**src/rtl/core/pffl_pkg.sv**
```systemverilog
// Shared constants for the page frame free list: opcodes, status codes,
// configuration register indexes and the fixed page size.
// No dependencies.
`default_nettype none

package pffl_pkg;

	// fixed 4 KiB page
	localparam int PAGE_BITS = 12;

	localparam int OP_W     = 2;
	localparam int STATUS_W = 2;
	localparam int REG_W    = 2;

	// opcodes
	localparam logic [OP_W-1:0] OP_ALLOC = 2'd0;
	localparam logic [OP_W-1:0] OP_FREE  = 2'd1;
	localparam logic [OP_W-1:0] OP_FILL  = 2'd2;

	// result status codes
	localparam logic [STATUS_W-1:0] ST_OK    = 2'd0;
	localparam logic [STATUS_W-1:0] ST_EMPTY = 2'd1;
	localparam logic [STATUS_W-1:0] ST_BAD   = 2'd2;
	localparam logic [STATUS_W-1:0] ST_FULL  = 2'd3;

	// configuration register indexes
	localparam logic [REG_W-1:0] REG_REGION_START = 2'd0;
	localparam logic [REG_W-1:0] REG_REGION_TOP   = 2'd1;

endpackage

`default_nettype wire

```
**src/rtl/core/pffl_ctrl.sv**
```systemverilog
// Free list sequencer: stack pointer, opcode decode, fill walk, stack RAM
// port control, result hold and output register.
// Depends on pffl_pkg.
`default_nettype none

module pffl_ctrl #(
	parameter int DEPTH     = 4096,
	parameter int ADDR_BITS = 40
) (
	input  wire logic                                      clk,
	input  wire logic                                      arst_n,
	// region configuration
	input  wire logic [ADDR_BITS-1:0]                      region_start,
	input  wire logic [ADDR_BITS-1:0]                      region_top,
	// request channel
	input  wire logic                                      in_valid,
	output logic                                           in_stall,
	input  wire logic [pffl_pkg::OP_W-1:0]                 opcode,
	input  wire logic [ADDR_BITS-1:0]                      page_address,
	// result channel
	output logic                                           out_valid,
	input  wire logic                                      out_stall,
	output logic      [ADDR_BITS-1:0]                      result_address,
	output logic      [pffl_pkg::STATUS_W-1:0]             status,
	output logic      [$clog2(DEPTH+1)-1:0]                pages_held,
	// stack RAM
	output logic                                           mem_we,
	output logic      [(DEPTH > 1 ? $clog2(DEPTH) : 1)-1:0] mem_waddr,
	output logic      [ADDR_BITS-pffl_pkg::PAGE_BITS-1:0]  mem_wdata,
	output logic                                           mem_re,
	output logic      [(DEPTH > 1 ? $clog2(DEPTH) : 1)-1:0] mem_raddr,
	input  wire logic [ADDR_BITS-pffl_pkg::PAGE_BITS-1:0]  mem_rdata
);

	localparam int PB      = pffl_pkg::PAGE_BITS;
	localparam int FRAME_W = ADDR_BITS - PB;
	localparam int CNT_W   = $clog2(DEPTH + 1);
	localparam int IDX_W   = (DEPTH > 1) ? $clog2(DEPTH) : 1;

	localparam logic [1:0] S_IDLE = 2'd0;
	localparam logic [1:0] S_READ = 2'd1;
	localparam logic [1:0] S_FILL = 2'd2;
	localparam logic [1:0] S_HOLD = 2'd3;

	logic [1:0]                      state_q, state_d;
	logic [CNT_W-1:0]                cnt_q, cnt_d, cnt_m1;
	logic [FRAME_W:0]                fill_q, fill_d;
	logic [FRAME_W:0]                top_frame;
	logic [ADDR_BITS:0]              start_rnd;
	logic                            is_full, bad_addr, accept, out_free;

	logic                            fin_valid;
	logic [ADDR_BITS-1:0]            fin_addr;
	logic [pffl_pkg::STATUS_W-1:0]   fin_status;

	logic [ADDR_BITS-1:0]            hold_addr_q;
	logic [pffl_pkg::STATUS_W-1:0]   hold_status_q;
	logic [CNT_W-1:0]                hold_cnt_q;

	logic                            out_valid_q;
	logic [ADDR_BITS-1:0]            out_addr_q;
	logic [pffl_pkg::STATUS_W-1:0]   out_status_q;
	logic [CNT_W-1:0]                out_cnt_q;

	assign in_stall  = (state_q != S_IDLE);
	assign accept    = in_valid && !in_stall;
	assign out_free  = !out_valid_q || !out_stall;
	assign cnt_m1    = cnt_q - CNT_W'(1);
	assign is_full   = (cnt_q == CNT_W'(DEPTH));
	assign bad_addr  = (page_address[PB-1:0] != '0) || (page_address < region_start)
		|| (page_address >= region_top);
	// first whole page of the region, one bit wider to catch wrap past the top
	assign start_rnd = {1'b0, region_start} + (ADDR_BITS+1)'((1 << PB) - 1);
	assign top_frame = {1'b0, region_top[ADDR_BITS-1:PB]};

	// decode, stack update and completion
	always_comb begin
		state_d    = state_q;
		cnt_d      = cnt_q;
		fill_d     = fill_q;
		mem_we     = 1'b0;
		mem_waddr  = cnt_q[IDX_W-1:0];
		mem_wdata  = page_address[ADDR_BITS-1:PB];
		mem_re     = 1'b0;
		mem_raddr  = cnt_m1[IDX_W-1:0];
		fin_valid  = 1'b0;
		fin_addr   = '0;
		fin_status = pffl_pkg::ST_OK;
		unique case (state_q)
			S_IDLE: begin
				if (accept) begin
					unique case (opcode)
						pffl_pkg::OP_ALLOC: begin
							if (cnt_q == '0) begin
								fin_valid  = 1'b1;
								fin_status = pffl_pkg::ST_EMPTY;
							end else begin
								mem_re  = 1'b1;
								cnt_d   = cnt_m1;
								state_d = S_READ;
							end
						end
						pffl_pkg::OP_FREE: begin
							fin_valid = 1'b1;
							if (bad_addr) begin
								fin_status = pffl_pkg::ST_BAD;
							end else if (is_full) begin
								fin_status = pffl_pkg::ST_FULL;
							end else begin
								mem_we = 1'b1;
								cnt_d  = cnt_q + CNT_W'(1);
							end
						end
						pffl_pkg::OP_FILL: begin
							fill_d  = start_rnd[ADDR_BITS:PB];
							state_d = S_FILL;
						end
						default: begin
							fin_valid = 1'b1;
						end
					endcase
				end
			end
			S_READ: begin
				fin_valid = 1'b1;
				fin_addr  = {mem_rdata, {PB{1'b0}}};
			end
			S_FILL: begin
				// push one page a cycle until past the top or the stack fills
				if (fill_q < top_frame) begin
					if (is_full) begin
						fin_valid  = 1'b1;
						fin_status = pffl_pkg::ST_FULL;
					end else begin
						mem_we    = 1'b1;
						mem_wdata = fill_q[FRAME_W-1:0];
						cnt_d     = cnt_q + CNT_W'(1);
						fill_d    = fill_q + (FRAME_W+1)'(1);
					end
				end else begin
					fin_valid = 1'b1;
				end
			end
			S_HOLD: begin
				fin_valid  = 1'b1;
				fin_addr   = hold_addr_q;
				fin_status = hold_status_q;
			end
			default: begin
				state_d = S_IDLE;
			end
		endcase
		if (fin_valid) begin
			state_d = out_free ? S_IDLE : S_HOLD;
		end
	end

	// control state
	always_ff @(posedge clk or negedge arst_n) begin
		if (!arst_n) begin
			state_q     <= S_IDLE;
			cnt_q       <= '0;
			out_valid_q <= 1'b0;
		end else begin
			state_q <= state_d;
			cnt_q   <= cnt_d;
			if (fin_valid && out_free) begin
				out_valid_q <= 1'b1;
			end else if (!out_stall) begin
				out_valid_q <= 1'b0;
			end
		end
	end

	// fill walk, held result and output word
	always_ff @(posedge clk) begin
		fill_q <= fill_d;
		if (fin_valid && !out_free && state_q != S_HOLD) begin
			hold_addr_q   <= fin_addr;
			hold_status_q <= fin_status;
			hold_cnt_q    <= cnt_d;
		end
		if (fin_valid && out_free) begin
			out_addr_q   <= fin_addr;
			out_status_q <= fin_status;
			out_cnt_q    <= (state_q == S_HOLD) ? hold_cnt_q : cnt_d;
		end
	end

	assign out_valid      = out_valid_q;
	assign result_address = out_addr_q;
	assign status         = out_status_q;
	assign pages_held     = out_cnt_q;

endmodule

`default_nettype wire

```
**config.mk**
```make
export PLATFORM = sky130hd
export DESIGN_NAME = pffl_ctrl
export DESIGN_NICKNAME = d
export VERILOG_FILES = /design/src/rtl/core/pffl_pkg.sv /design/src/rtl/core/pffl_ctrl.sv
export SDC_FILE = /design/constraint.sdc
export NUM_CORES = 1
export LEC_CHECK = 0
export CAP_MARGIN = 20
export CORE_MARGIN = 4
export CORE_UTILIZATION = 50
export CTS_CLUSTER_SIZE = 14
export DETAILED_ROUTE_END_ITERATION = 8
export DONT_BUFFER_PORTS = 1
export PLACE_DENSITY_LB_ADDON = 0.12
export SYNTH_ARGS = -nofsm -noshare
export SYNTH_HDL_FRONTEND = slang
export SYNTH_SLANG_ARGS = --single-unit
```
**constraint.sdc**
```tcl
create_clock -name clk -period 7.5 [get_ports clk]
set_input_delay 1.125 -clock clk [delete_from_list [all_inputs] [get_ports clk]]
set_output_delay 1.125 -clock clk [all_outputs]
set_load 0.005 [all_outputs]
```
Word-level counts from Yosys, hierarchy flattened
Cells that the tools add are included.
Widths: inputs -> output; s select.
{"block": "word_totals", "ff_bits": 155, "latch_bits": 0, "mem_bits_rw": 0, "mem_bits_ro": 0, "inputBits": 154, "out_inout_bits": 111, "wordCells": 101, "memories": 0}
{"block": "op_classes", "add_sub_neg": 4, "mul": 0, "div_mod_pow": 0, "order_cmp": 3, "eq_ne": 13, "shifts": 0, "mux": 48, "bitwise_logic": 0, "reduce_logical": 23}
{"operator": "$mux 29", "n": 4}
{"operator": "$mux 28", "n": 3}
{"operator": "$pmux 40 s2", "n": 1}
{"operator": "$mux 13", "n": 6}
{"operator": "$pmux 29 s2", "n": 1}
{"operator": "$pmux 13 s2", "n": 2}
{"operator": "$add 40x12->41 const B", "n": 1}
{"operator": "$ge 40x40->1", "n": 1}
{"operator": "$lt 40x40->1", "n": 1}
{"operator": "$add 29x1->29 const B", "n": 1}
{"operator": "$lt 29x28->1", "n": 1}
{"operator": "$mux 2", "n": 9}
{"operator": "$mux 1", "n": 16}
{"operator": "$add 13x1->13 const B", "n": 1}
{"operator": "$eq 13x13->1 const B", "n": 1}
{"operator": "$logic_not 13->1", "n": 1}
{"operator": "$sub 13x1->13 const B", "n": 1}
{"operator": "$reduce_bool 12->1", "n": 1}
{"operator": "$ne 2x2->1 const B", "n": 4}
{"operator": "$pmux 2 s2", "n": 2}
{"operator": "$reduce_bool 2->1", "n": 4}
{"operator": "$eq 2x2->1 const B", "n": 3}
{"operator": "$pmux 2 s3", "n": 1}
{"operator": "$reduce_and 5->1", "n": 1}
{"operator": "12 further kinds", "n": 24}

Longest topological paths before layout
Gate-level depths: netlist (run 1).
{"block": "depth", "depth_word": 8, "ltp_mapped": 13, "ltp_nobuf": 11}

Worst setup path before layout (run 1)
Ideal clock, no wire load.
{"block": "synth_timing", "path_type": "input to register", "from": "input port region_top[38]", "to": "register hold_addr_q[0], enable pin", "t_arrival_ps": 6553, "t_required_ps": 6964, "slack_ps": 411, "cell_stages": 11, "n_path_buf": 1, "cell_sequence": "inv_1 -> ha_1 -> nand4b_1 -> nor4_1 -> a211oi_1 -> and3_1 -> clkbuf_1 -> nand3_1 -> a21oi_1 -> o31a_1 -> nor3_1"}
{"block": "synth_between", "elab_chain_cells": 5}
{"element": "start, declared", "line": "pffl_ctrl.sv:14", "text": "input wire logic [ADDR_BITS-1:0] region_top,"}
{"element": "$lt 29x28->1", "line": "pffl_ctrl.sv:130", "text": "if (fill_q < top_frame) begin"}
{"element": "$mux 1", "line": "pffl_ctrl.sv:130"}
{"element": "$pmux 1 s3", "line": "pffl_ctrl.sv:89", "text": "unique case (state_q)"}
{"element": "$logic_and 1x1->1 (2 in a row)", "line": "pffl_ctrl.sv:178", "text": "if (fin_valid && !out_free && state_q != S_HOLD) begin"}
{"element": "end signal, assigned", "line": "pffl_ctrl.sv:179", "text": "hold_addr_q <= fin_addr;"}
{"element": "end, declared", "line": "pffl_ctrl.sv:56", "text": "logic [ADDR_BITS-1:0] hold_addr_q;"}
No other way between the ends.
A chain may end at the register's enable or synchronous reset.

Worst setup path in the final report (run 1)
{"block": "layout_timing", "from": "input port region_top[19]", "to": "output port mem_wdata[17] (netlist name)"}
{"block": "layout_between", "elab_chain_cells": 3}
{"element": "$lt 29x28->1", "line": "pffl_ctrl.sv:130"}
{"element": "$mux 28", "line": "pffl_ctrl.sv:130"}
{"element": "$mux 28", "line": "pffl_ctrl.sv:89"}
{"element": "end, declared", "line": "pffl_ctrl.sv:29", "text": "output logic [ADDR_BITS-pffl_pkg::PAGE_BITS-1:0] mem_wdata,"}
No other way between the ends.

==> summary.txt, run 1 <==
Cells and area
  • FF/Latch Area: between 4000 and 5000 um2
  • Final Non-Filler Cells: 1361
  • Nets@finish: about 1300
  • Multi-input logic area: 5780 um2
  • Share of layout cells above drive strength 1: 0.0885
  • Fill cells: about 1900
  • Area growth, synth to finish: 8.32%

Detailed routing
  • Wirelength, routed: between 30000 and 40000 um
  • Drt drc: 0
  • Pre-Repair DR Iteration Count: 5
  • DRT iter0 DRCs: 588
  • Detail Route Antenna Nets: 0
  • Wirelength per Cell: 22.7 um
  • Vias: 8296
  • Vias per cell: 6.10

Timing
  • Setup WS post-layout: between 1.5 and 2 ns
  • Count of final setup violators: 0
  • Fmax: 178 MHz
  • Worst Tran Pin Value: 0.905 ns
  • Count of pins over their slew limit: 0
  • Final Hold Viols: 0
  • Setup tns final: 0 ns
  • Final period util: 0.748
  • Crit path time final: approximately 5.6 ns
  • Worst slew margin: 0.395
  • RSZ-0062 raised after global routing: no
  • Setup Skew: 0.0188 ns

Power
  • Worst vdd ir: 222 uV
  • Total Power: 3.75 mW
  • Pwr dens: 317 nW/um2
  • Leakage power: ~4.7 nW

Clocking
  • Num Clock Sinks: 155
  • Maximum clock insertion buffer count: 2
  • Clock Latency Late Sink: 0.44 ns
  • CTS Hold Bufs: 0
  • Resized cells post-CTS: 0
  • CTS tree: yes
  • Root buf cell: clkbuf_16
  • Post CTS Setup Buffer Count: 0
  • CTS Buf Count: 17
  • Clock slew seen by the registers of the worst setup and hold paths: 0.07 ns
  • H-Tree Level Count: 4

GRT
  • Tot GR Track Use: 0.256
  • Vias in the first global route: 8423
  • Largest net degree at the start of global routing: 59
  • Initial antenna violation count: 1
  • Global route overflow: 0
  • First-pass GRT wire length: 48300 um

Setup path
  • Critical path depth: 9
  • Worst path slowest cell: nor2_4
  • Critical Path AT: 4.49 ns
  • R2R Path Start: cnt_q[0]
  • CP Class: input pin to primary output
  • R2r endpoint: hold_addr_q[24]
  • Crit. Startpoint: region_top[19]
  • R2R cell count: 11
  • Crit-path cells: inv_1 > ha_1 > a21o_1 > a221oi_1 > o21ai_0 > a32oi_1 > nand3_1 > nor2_4 > mux2_2
  • R2R Setup Slk: 3.41 ns
  • Max stage delay on crit path: 0.80 ns
  • Crit start category: input pin
  • CP endpoint kind: primary output
  • Bufs and invs on worst path: 1
  • CP top delay family: compound AO/OA/AOI/OAI gates
  • Worst-path fanout max: 29
  • Worst Path Required: 6.38 ns

Floorplanning
  • Row count: 53
  • Chip width: 156 um
  • Core area: 21200 um2
  • I/O pin cnt: 265
  • Die height: 156 um
  • Starting Density: 0.514
  • Die area: 24200 um2

Placed design
  • Dpl cells: 1327
  • Post-Place Worst Slack: 1.94 ns
  • # port buffers: 0
  • Gp weighted congestion: about 1
  • Post-DP HPWL: between 20000 and 25000 um

Synth
  • Fraction of synthesized area in multiplexers: 0.0625
  • Area share of fa/ha/maj cells after synthesis: 0.125
  • Top FF cell, synth: edfxtp_1
  • Seq cells post-synth: 155
  • Largest family of logic cells by synthesized area: simple AND/OR/NAND/NOR gates
  • Synth top area share: 0.383
  • Synth Area in Compound Gates: 0.126
  • Top cells by area, synth: edfxtp_1, ha_1, xnor2_1
  • Post-synth EDFFs: roughly 140
  • Cell variety after synth: 77
  • Area leader, netlist: edfxtp_1
  • Synth cell count leaders: edfxtp_1, ha_1, inv_1, nand2_1, nor2_1
  • Mapped Avg Cell Area: 9.98 um2
  • Synth Instances: 1092
  • Syn Std Cell Area: roughly 11000 um2
  • YS warnings: 0
  • Seq/Total Area, Yosys: 0.420
  • Most common cell in the netlist: edfxtp_1
  • Simple-gate share of the synthesized area: 0.156
  • Async SR Flop Fraction: 0.103
  • Synth Area in XOR/XNOR: 0.0571
  • Syn Nets: 1355

Status
  • Status: completed

Job
  • MaxCap Viol Count: 0

Min path
  • Hold Crit Class: input pin to async pin
routing by layer:
layer  vias to the layer above  share of wire  track usage
li1                       3972              -            -
met1                      3922           0.41        0.333
met2                       349           0.47        0.414
met3                        53          0.090       0.0799
met4                         0          0.025       0.0767
met5                         -              0            0
report_power, final:
part | total (mW) | internal, mW | switching [mW]
clock | 0.984 | 0.603 | 0.380
sequential | 1.64 | 1.38 | 0.259
combinational | 1.12 | 0.399 | 0.726
sequential cells by signal (all words and copies together), names as in the netlist:
name            cells
hold_status_q       2
pages_held         13
hold_addr_q        40
state_q             2
fill_q             29
hold_cnt_q         13
out_valid           1
cnt_q              13
result_address     40
status              2
kinds of logic after synthesis:
logic type	Yosys count
compound gates	207
buf+inv	140
mux	64
fa+ha+maj	109
xor+xnor	71
flops	155
simple gates	346
worst max-delay path by stage:
| stage | endpoint | slack [ns] |
|---|---|---|
| finish | mem_wdata[17] | 1.89 |
| global route | mem_wdata[22] | 1.69 |
| CTS | mem_wdata[17] | 1.93 |
| detailed placement | mem_wdata[17] | 1.94 |
| global placement | mem_wdata[11] | 2.13 |
| floorplan | hold_addr_q[0] | 0.41 |
layout by cell type, fill, tap and decap left out, types with 18 or more instances in the layout:
cell / instances
nand3_1: 45
mux2i_1: 32
ha_1: 109
edfxtp_1: 139
o21ai_0: 54
and3_1: 30
nor2_1: 83
nand2_1: 91
a21oi_1: 47
inv_1: 91
nand4_1: 26
nor3_1: 18
xnor2_1: 51
mux2_2: 32
xor2_1: 20
worst reg2reg max path: stages (launching register included):
cell     delay (ns)
dfrtp_1        0.52
inv_1          0.16
ha_1           0.25
nor3b_1        0.50
nand3_1        0.24
and2b_2        0.32
nand2_1        0.21
nand3_1        0.28
a21oi_1        0.14
o31a_1         0.24
nor3_2         0.17
buf_4          0.62
final cells by class:
class	count	area share
inverters	92	0.0293
diodes	1	0.000212
well taps	275	0.0291
clock buffers	17	0.0360
clock inverters	15	0.0209
repair buffers	9	0.00742
multi-input cells	797	0.489
flip-flops and latches	155	0.388
per-stage QoR:
step	util	hold WS, ns	instance area (um2)
floorplan	-	0.495	10900
global placement	0.523	0.520	11100
detailed placement	0.523	0.511	11100
CTS	0.555	0.368	11800
global route	0.556	0.356	11800
finish	0.556	0.375	11800
Note: power is estimated with default switching activity, not from simulation.
==> inputs of run 2 (changes only) <==
ABC_AREA = 1   (was default)
clock period = 5.8 ns   (was 7.5 ns; I/O delays follow)
==> run 2 against run 1 <==
First-iteration DRC count increased by 45%; utilization decreased by 1.4 points; total power increased by 29%; non-clock buffer count unchanged; critical path depth increased by 2; sequential share of layout area decreased by 1.6 points; combinational power increased by 43%; clock power increased by 15%; critical path type unchanged; largest cell class unchanged; highest routed layer unchanged.
==> summary.txt, run 2 <==
Status
  • Status: completed

Synth
  • Seq cells post-synth: 155
  • Most common cell in the netlist: nand2_1
  • Synth Instances: 1465
  • Top cells by area, synth: edfxtp_1, nand2_1, ha_1
  • Synth top area share: 0.362
  • Cell variety after synth: 46
  • Area leader, netlist: edfxtp_1
  • Top FF cell, synth: edfxtp_1
  • Async SR Flop Fraction: 0.103
  • Synth cell count leaders: nand2_1, inv_1, edfxtp_1
  • Syn Std Cell Area: roughly 12000 um2
  • Syn Nets: between 1500 and 2000
  • Post-synth EDFFs: 139
  • YS warnings: 0
  • Mapped Avg Cell Area: around 7.9 um2
  • Seq/Total Area, Yosys: 0.396

Cells and area
  • Area growth, synth to finish: 6.74%
  • Share of layout cells above drive strength 1: 0.0686
  • Nets@finish: between 1500 and 2000
  • Commonest non-fill, non-tap cell in the layout: nand2_1
  • Most frequent cells in the layout: nand2_1, inv_1, edfxtp_1
  • Fill cells: 2183
  • Antenna Cells: 0

Setup path
  • Crit path top cell by count: a21oi_1
  • CP top delay family: buffers and inverters
  • Critical Path AT: 3.83 ns
  • Max stage delay on crit path: 0.55 ns
  • R2R Path Start: cnt_q[0]
  • Worst-path fanout max: 28
  • R2R cell count: 9
  • Crit start category: input pin
  • CP endpoint kind: primary output
  • R2R Setup Slk: 2.14 ns
  • Worst path slowest cell: nand3_2
  • Critical Path End: mem_wdata[11]
  • R2r endpoint: pages_held[5]
  • CP Class: input pin to primary output
  • Crit. Startpoint: region_top[28]
  • Critical path depth: 11
  • Worst Path Required: 4.93 ns
  • Crit-path cells: inv_1 > ha_1 > a21oi_1 > o21a_1 > o221ai_1 > a21oi_1 > nand2_1 > inv_2 > nand3_2 > buf_4 > mux2_1
  • Bufs and invs on worst path: 3

GRT
  • First-pass GRT wire length: between 50000 and 60000 um
  • Largest net degree at the start of global routing: 42
  • Vias in the first global route: 9109
  • Tot GR Track Use: 0.244
  • Global route overflow: 0
  • Initial antenna violation count: 0

Timing
  • Hold slack: 0.133 ns
  • Setup tns final: 0 ns
  • Crit path time final: 4.70 ns
  • Fmax: 213 MHz
  • Setup Skew: between 0.015 and 0.02 ns
  • Count of pins over their slew limit: 0
  • Final period util: 0.810
  • Count of final setup violators: 0
  • RSZ-0062 raised after global routing: no
  • Final Hold Viols: 0
  • Worst slew margin: 0.186
  • Setup WS post-layout: 1.10 ns
  • Worst Tran Pin Value: roughly 1.2 ns

Power
  • Gate power share: 0.332
  • Net switching power figure: around 2.0 mW
  • Flop pwr share: 0.434
  • Sw Share: 0.416
  • Leakage power: 5.78 nW
  • Pwr dens: between 300 and 400 nW/um2
  • Worst vdd ir: approximately 210 uV
  • Clock Power Share: 0.233
  • Internal: 2.82 mW

Detailed routing
  • Drt drc: 0
  • Wirelength per Cell: between 15 and 20 um
  • Vias per cell: 5.51
  • DRT iter0 DRCs: 851
  • Detail Route Antenna Nets: 0
  • Vias: slightly below 10000
  • Pre-Repair DR Iteration Count: 5
  • Wirelength, routed: 32000 um

Clocking
  • Num Clock Sinks: 155
  • Post CTS Setup Buffer Count: 0
  • CTS tree: yes
  • Maximum clock insertion buffer count: 2
  • Resized cells post-CTS: 0
  • CTS Buf Count: 17
  • CTS Hold Bufs: 0
  • H-Tree Level Count: 4
  • Clock slew seen by the registers of the worst setup and hold paths: about 0.08 ns
  • Clock Latency Late Sink: around 0.43 ns
  • Root buf cell: clkbuf_16

Floorplanning
  • Row count: 55
  • I/O pin cnt: 265
  • Chip width: 160 um
  • Die area: 25600 um2
  • Starting Density: 0.508
  • Core area: 22700 um2
  • Die height: ~160 um

Min path
  • Hold Crit Class: input pin to async pin

Placed design
  • Post-Place Worst Slack: 1.14 ns
  • # port buffers: 0
  • Gp weighted congestion: 0.919
  • Post-DP HPWL: 24700 um

Job
  • MaxCap Viol Count: 0
run 2: worst min-delay path by stage:
| stage | startpoint | endpoint | slack, ns | cells past startpoint |
|---|---|---|---|---|
| finish | arst_n | cnt_q[8] | 0.13 | 0 |
| global route | arst_n | cnt_q[8] | 0.11 | 0 |
| CTS | arst_n | cnt_q[8] | 0.11 | 0 |
| detailed placement | hold_cnt_q[5] | pages_held[5] | 0.50 | 2 |
| global placement | hold_cnt_q[10] | pages_held[10] | 0.50 | 2 |
| floorplan | hold_cnt_q[1] | pages_held[1] | 0.49 | 2 |
run 2: power by group through the flow:
stage | Combinational (mW) | Sequential (mW) | Clock [mW]
finish | 1.60 | 2.10 | 1.13
global route | 1.84 | 2.14 | 1.19
CTS | 1.61 | 2.11 | 1.14
detailed placement | 1.60 | 2.13 | 0
global placement | 1.58 | 2.12 | 0
floorplan | 1.27 | 1.99 | 0
run 2: kinds of logic (layout without fill, tap and decap cells):
kind of cell    Yosys count  count (layout)  synth area share
buf+inv                 263             255            0.0910
xor+xnor                 45              45            0.0341
mux                       7               7           0.00683
flops                   155             155             0.396
simple gates            725             725             0.274
fa+ha+maj               109             109             0.118
compound gates          161             161            0.0792
run 2: per-layer routing:
layer | global-route usage | wire length, um | vias to the layer above | share of wire
met5 | 0 | 0 | - | 0
met4 | 0.0583 | 548 | 0 | 0.017
met3 | 0.0671 | 2950 | 32 | 0.092
met2 | 0.387 | 14300 | 397 | 0.45
met1 | 0.335 | 14100 | 4359 | 0.44
li1 | - | - | 4813 | -
run 2: stage by stage:
stage | total power, mW | util | std cells | area [um2]
6_report | 4.83 | 0.543 | 1742 | 12300
5_1_grt | 5.17 | 0.543 | 1742 | 12300
4_1_cts | 4.86 | 0.543 | 1742 | 12300
3_5_place_dp | 3.73 | 0.516 | 1710 | 11700
3_3_place_gp | 3.70 | 0.516 | 1710 | 11700
2_1_floorplan | 3.26 | - | 1465 | 11500
run 2: final cells by class:
cell class                 count  area, um2  share of cell area
inverter                     214        803              0.0652
clock buffer                  17        425              0.0345
timing repair buffer           9       67.6             0.00548
multi-input combinational   1047       5930               0.481
tap                          285        357              0.0289
sequential                   155       4570               0.371
clock inverter                15        170              0.0138
run 2: worst register-to-register path, cell delays in order, from the launching register on:
cell and delay, ns:
dfrtp_1 0.48, inv_2 0.22, ha_1 0.27, nand4_1 0.26, nor4_1 0.52, o21ai_0 0.21, nand3_1 0.18, nand2_1 0.14
inv_2 0.65, buf_4 0.40
==> inputs of run 3 (changes only) <==
clock period = 4.9 ns   (was 5.8 ns; I/O delays follow)
==> run 3 against run 2 <==
Clock power rose by 18%; utilization up 0.42 points; register-to-register slack lost 0.69 ns.
==> summary.txt, run 3 (synthesis results as in run 2) <==
Cells and area
  • Share of layout cells above drive strength 1: 0.0737
  • Final Non-Filler Cells: 1751
  • Area growth, synth to finish: 7.57%
  • Final instance area: roughly 12000 um2
  • Most frequent cells in the layout: nand2_1, inv_1, edfxtp_1
  • Commonest non-fill, non-tap cell in the layout: nand2_1
  • Antenna Cells: 0
  • Nets@finish: 1716

Power
  • Pwr dens: 465 nW/um2
  • Clock Power Share: 0.230
  • Sw Share: 0.417
  • Leakage power: around 5.8 nW
  • Total Power: between 5 and 6 mW
  • Gate power share: 0.341
  • Worst vdd ir: approximately 270 uV
  • Flop pwr share: 0.429
  • Net switching power figure: 2.41 mW
  • Internal: about 3.4 mW

Status
  • Status: completed

Floorplanning
  • Row count: 55
  • Starting Density: 0.508
  • Die area: 25600 um2
  • I/O pin cnt: around 270
  • Die height: 160 um
  • Core area: approximately 23000 um2
  • Chip width: 160 um

Setup path
  • R2R Path Start: cnt_q[1]
  • R2R Setup Slk: 1.45 ns
  • R2R cell count: 9
  • CP Class: register to primary output
  • R2r endpoint: result_address[17]
  • Critical Path End: mem_wdata[21]
  • Worst-path fanout max: 45
  • Critical Path AT: 3.58 ns
  • Crit start category: register
  • Crit. Startpoint: fill_q[14]
  • CP endpoint kind: primary output
  • Worst Path Required: 4.16 ns

Timing
  • Count of final setup violators: 0
  • Count of pins over their slew limit: 0
  • Final Hold Viols: 0
  • Worst slew margin: 0.285
  • Setup Skew: 0.0143 ns
  • Final period util: 0.881
  • Crit path time final: roughly 4.3 ns
  • Worst Tran Pin Value: 1.07 ns
  • RSZ-0062 raised after global routing: no
  • Setup tns final: 0 ns
  • Fmax: 232 MHz

GRT
  • Initial antenna violation count: 1
  • First-pass GRT wire length: 51600 um
  • Global route overflow: 0
  • Largest net degree at the start of global routing: 53
  • Tot GR Track Use: 0.251
  • Vias in the first global route: ~9400

Detailed routing
  • Detail Route Antenna Nets: 0
  • DRT iter0 DRCs: slightly above 700
  • Vias per cell: 5.52
  • Wirelength per Cell: 18.5 um
  • Drt drc: 0
  • Wirelength, routed: between 30000 and 40000 um
  • Vias: ~9700
  • Pre-Repair DR Iteration Count: 5

Min path
  • Hold Crit Class: input pin to register

Clocking
  • Root buf cell: clkbuf_16
  • H-Tree Level Count: 4
  • Clock Latency Late Sink: 0.43 ns
  • Clock slew seen by the registers of the worst setup and hold paths: ~0.070 ns
  • CTS Buf Count: 17
  • CTS tree: yes
  • Maximum clock insertion buffer count: 2
  • Num Clock Sinks: between 150 and 200

Placed design
  • Gp weighted congestion: 0.919
  • Post-DP Area: between 10000 and 15000 um2
  • # port buffers: 0
  • Dpl cells: 1718
  • Post-DP HPWL: approximately 25000 um

Job
  • MaxCap Viol Count: 0
## run 3: cell count changes in the layout (fill, tap and decap cells not counted), moves of 2 or more
cell    delta
inv_8      -3
buf_4      +6
inv_6      +3
buf_12     +2
## run 3: layout make-up
class / instances / area [um2]
clock buffer: 17 / 425
clock inverter: 15 / 170
tap: 285 / 357
inverter: 214 / 803
fill: 2164 / 10300
sequential: 155 / 4570
multi-input combinational: 1047 / 5930
timing repair buffer: 18 / 163
## run 3: per-stage QoR
step	utilization	setup slack, ns	hold WS, ns
after global placement	0.520	0.829	0.440
after CTS	0.547	0.637	0.432
after global routing	0.547	0.330	0.448
final	0.547	0.583	0.446
after detailed placement	0.520	0.790	0.440
after floorplan	-	1.25	0.439
## run 3: worst min-delay path by stage
stage / from / end / slack (ns) / cells past startpoint
floorplan: arst_n / cnt_q[0] / 0.44 / 0
global placement: arst_n / cnt_q[8] / 0.44 / 0
detailed placement: arst_n / cnt_q[8] / 0.44 / 0
CTS: out_stall / out_valid / 0.43 / 2
global route: out_stall / out_valid / 0.45 / 2
finish: out_stall / out_valid / 0.45 / 2
## run 3: repair_timing
item / 4_1_cts / 5_1_grt
endpoints found under the setup margin: 0 / 0
hold buffers: 1 / 0
setup buffers: 0 / 0
hold endpoints to repair: 16 / 0
gates resized for setup: 0 / 0
## run 3: power by group through the flow
stage	combinational, mW	clock (mW)	sequential, mW
2_1_floorplan	1.50	0	2.36
3_3_place_gp	1.92	0	2.51
3_5_place_dp	1.95	0	2.52
4_1_cts	1.97	1.36	2.49
5_1_grt	2.25	1.42	2.53
6_report	1.97	1.33	2.48
## run 3: worst max-delay path, cell delays in order, from the launching register on
cell and delay, ns:
edfxtp_1 0.48, ha_1 0.34, a21oi_1 0.15, o21a_1 0.14, o221ai_1 0.18, a21oi_1 0.22, nand2_1 0.16, inv_2 0.35
nand3_2 0.28, buf_12 0.27, o21ai_0 0.37, buf_4 0.19
## run 3: routing by layer
metal	wire, um	part of all wire	vias up	global-route usage
li1	-	-	4829	-
met1	14200	0.44	4391	0.347
met2	14400	0.44	390	0.387
met3	2920	0.090	47	0.0715
met4	832	0.026	0	0.0739
met5	0	0	-	0
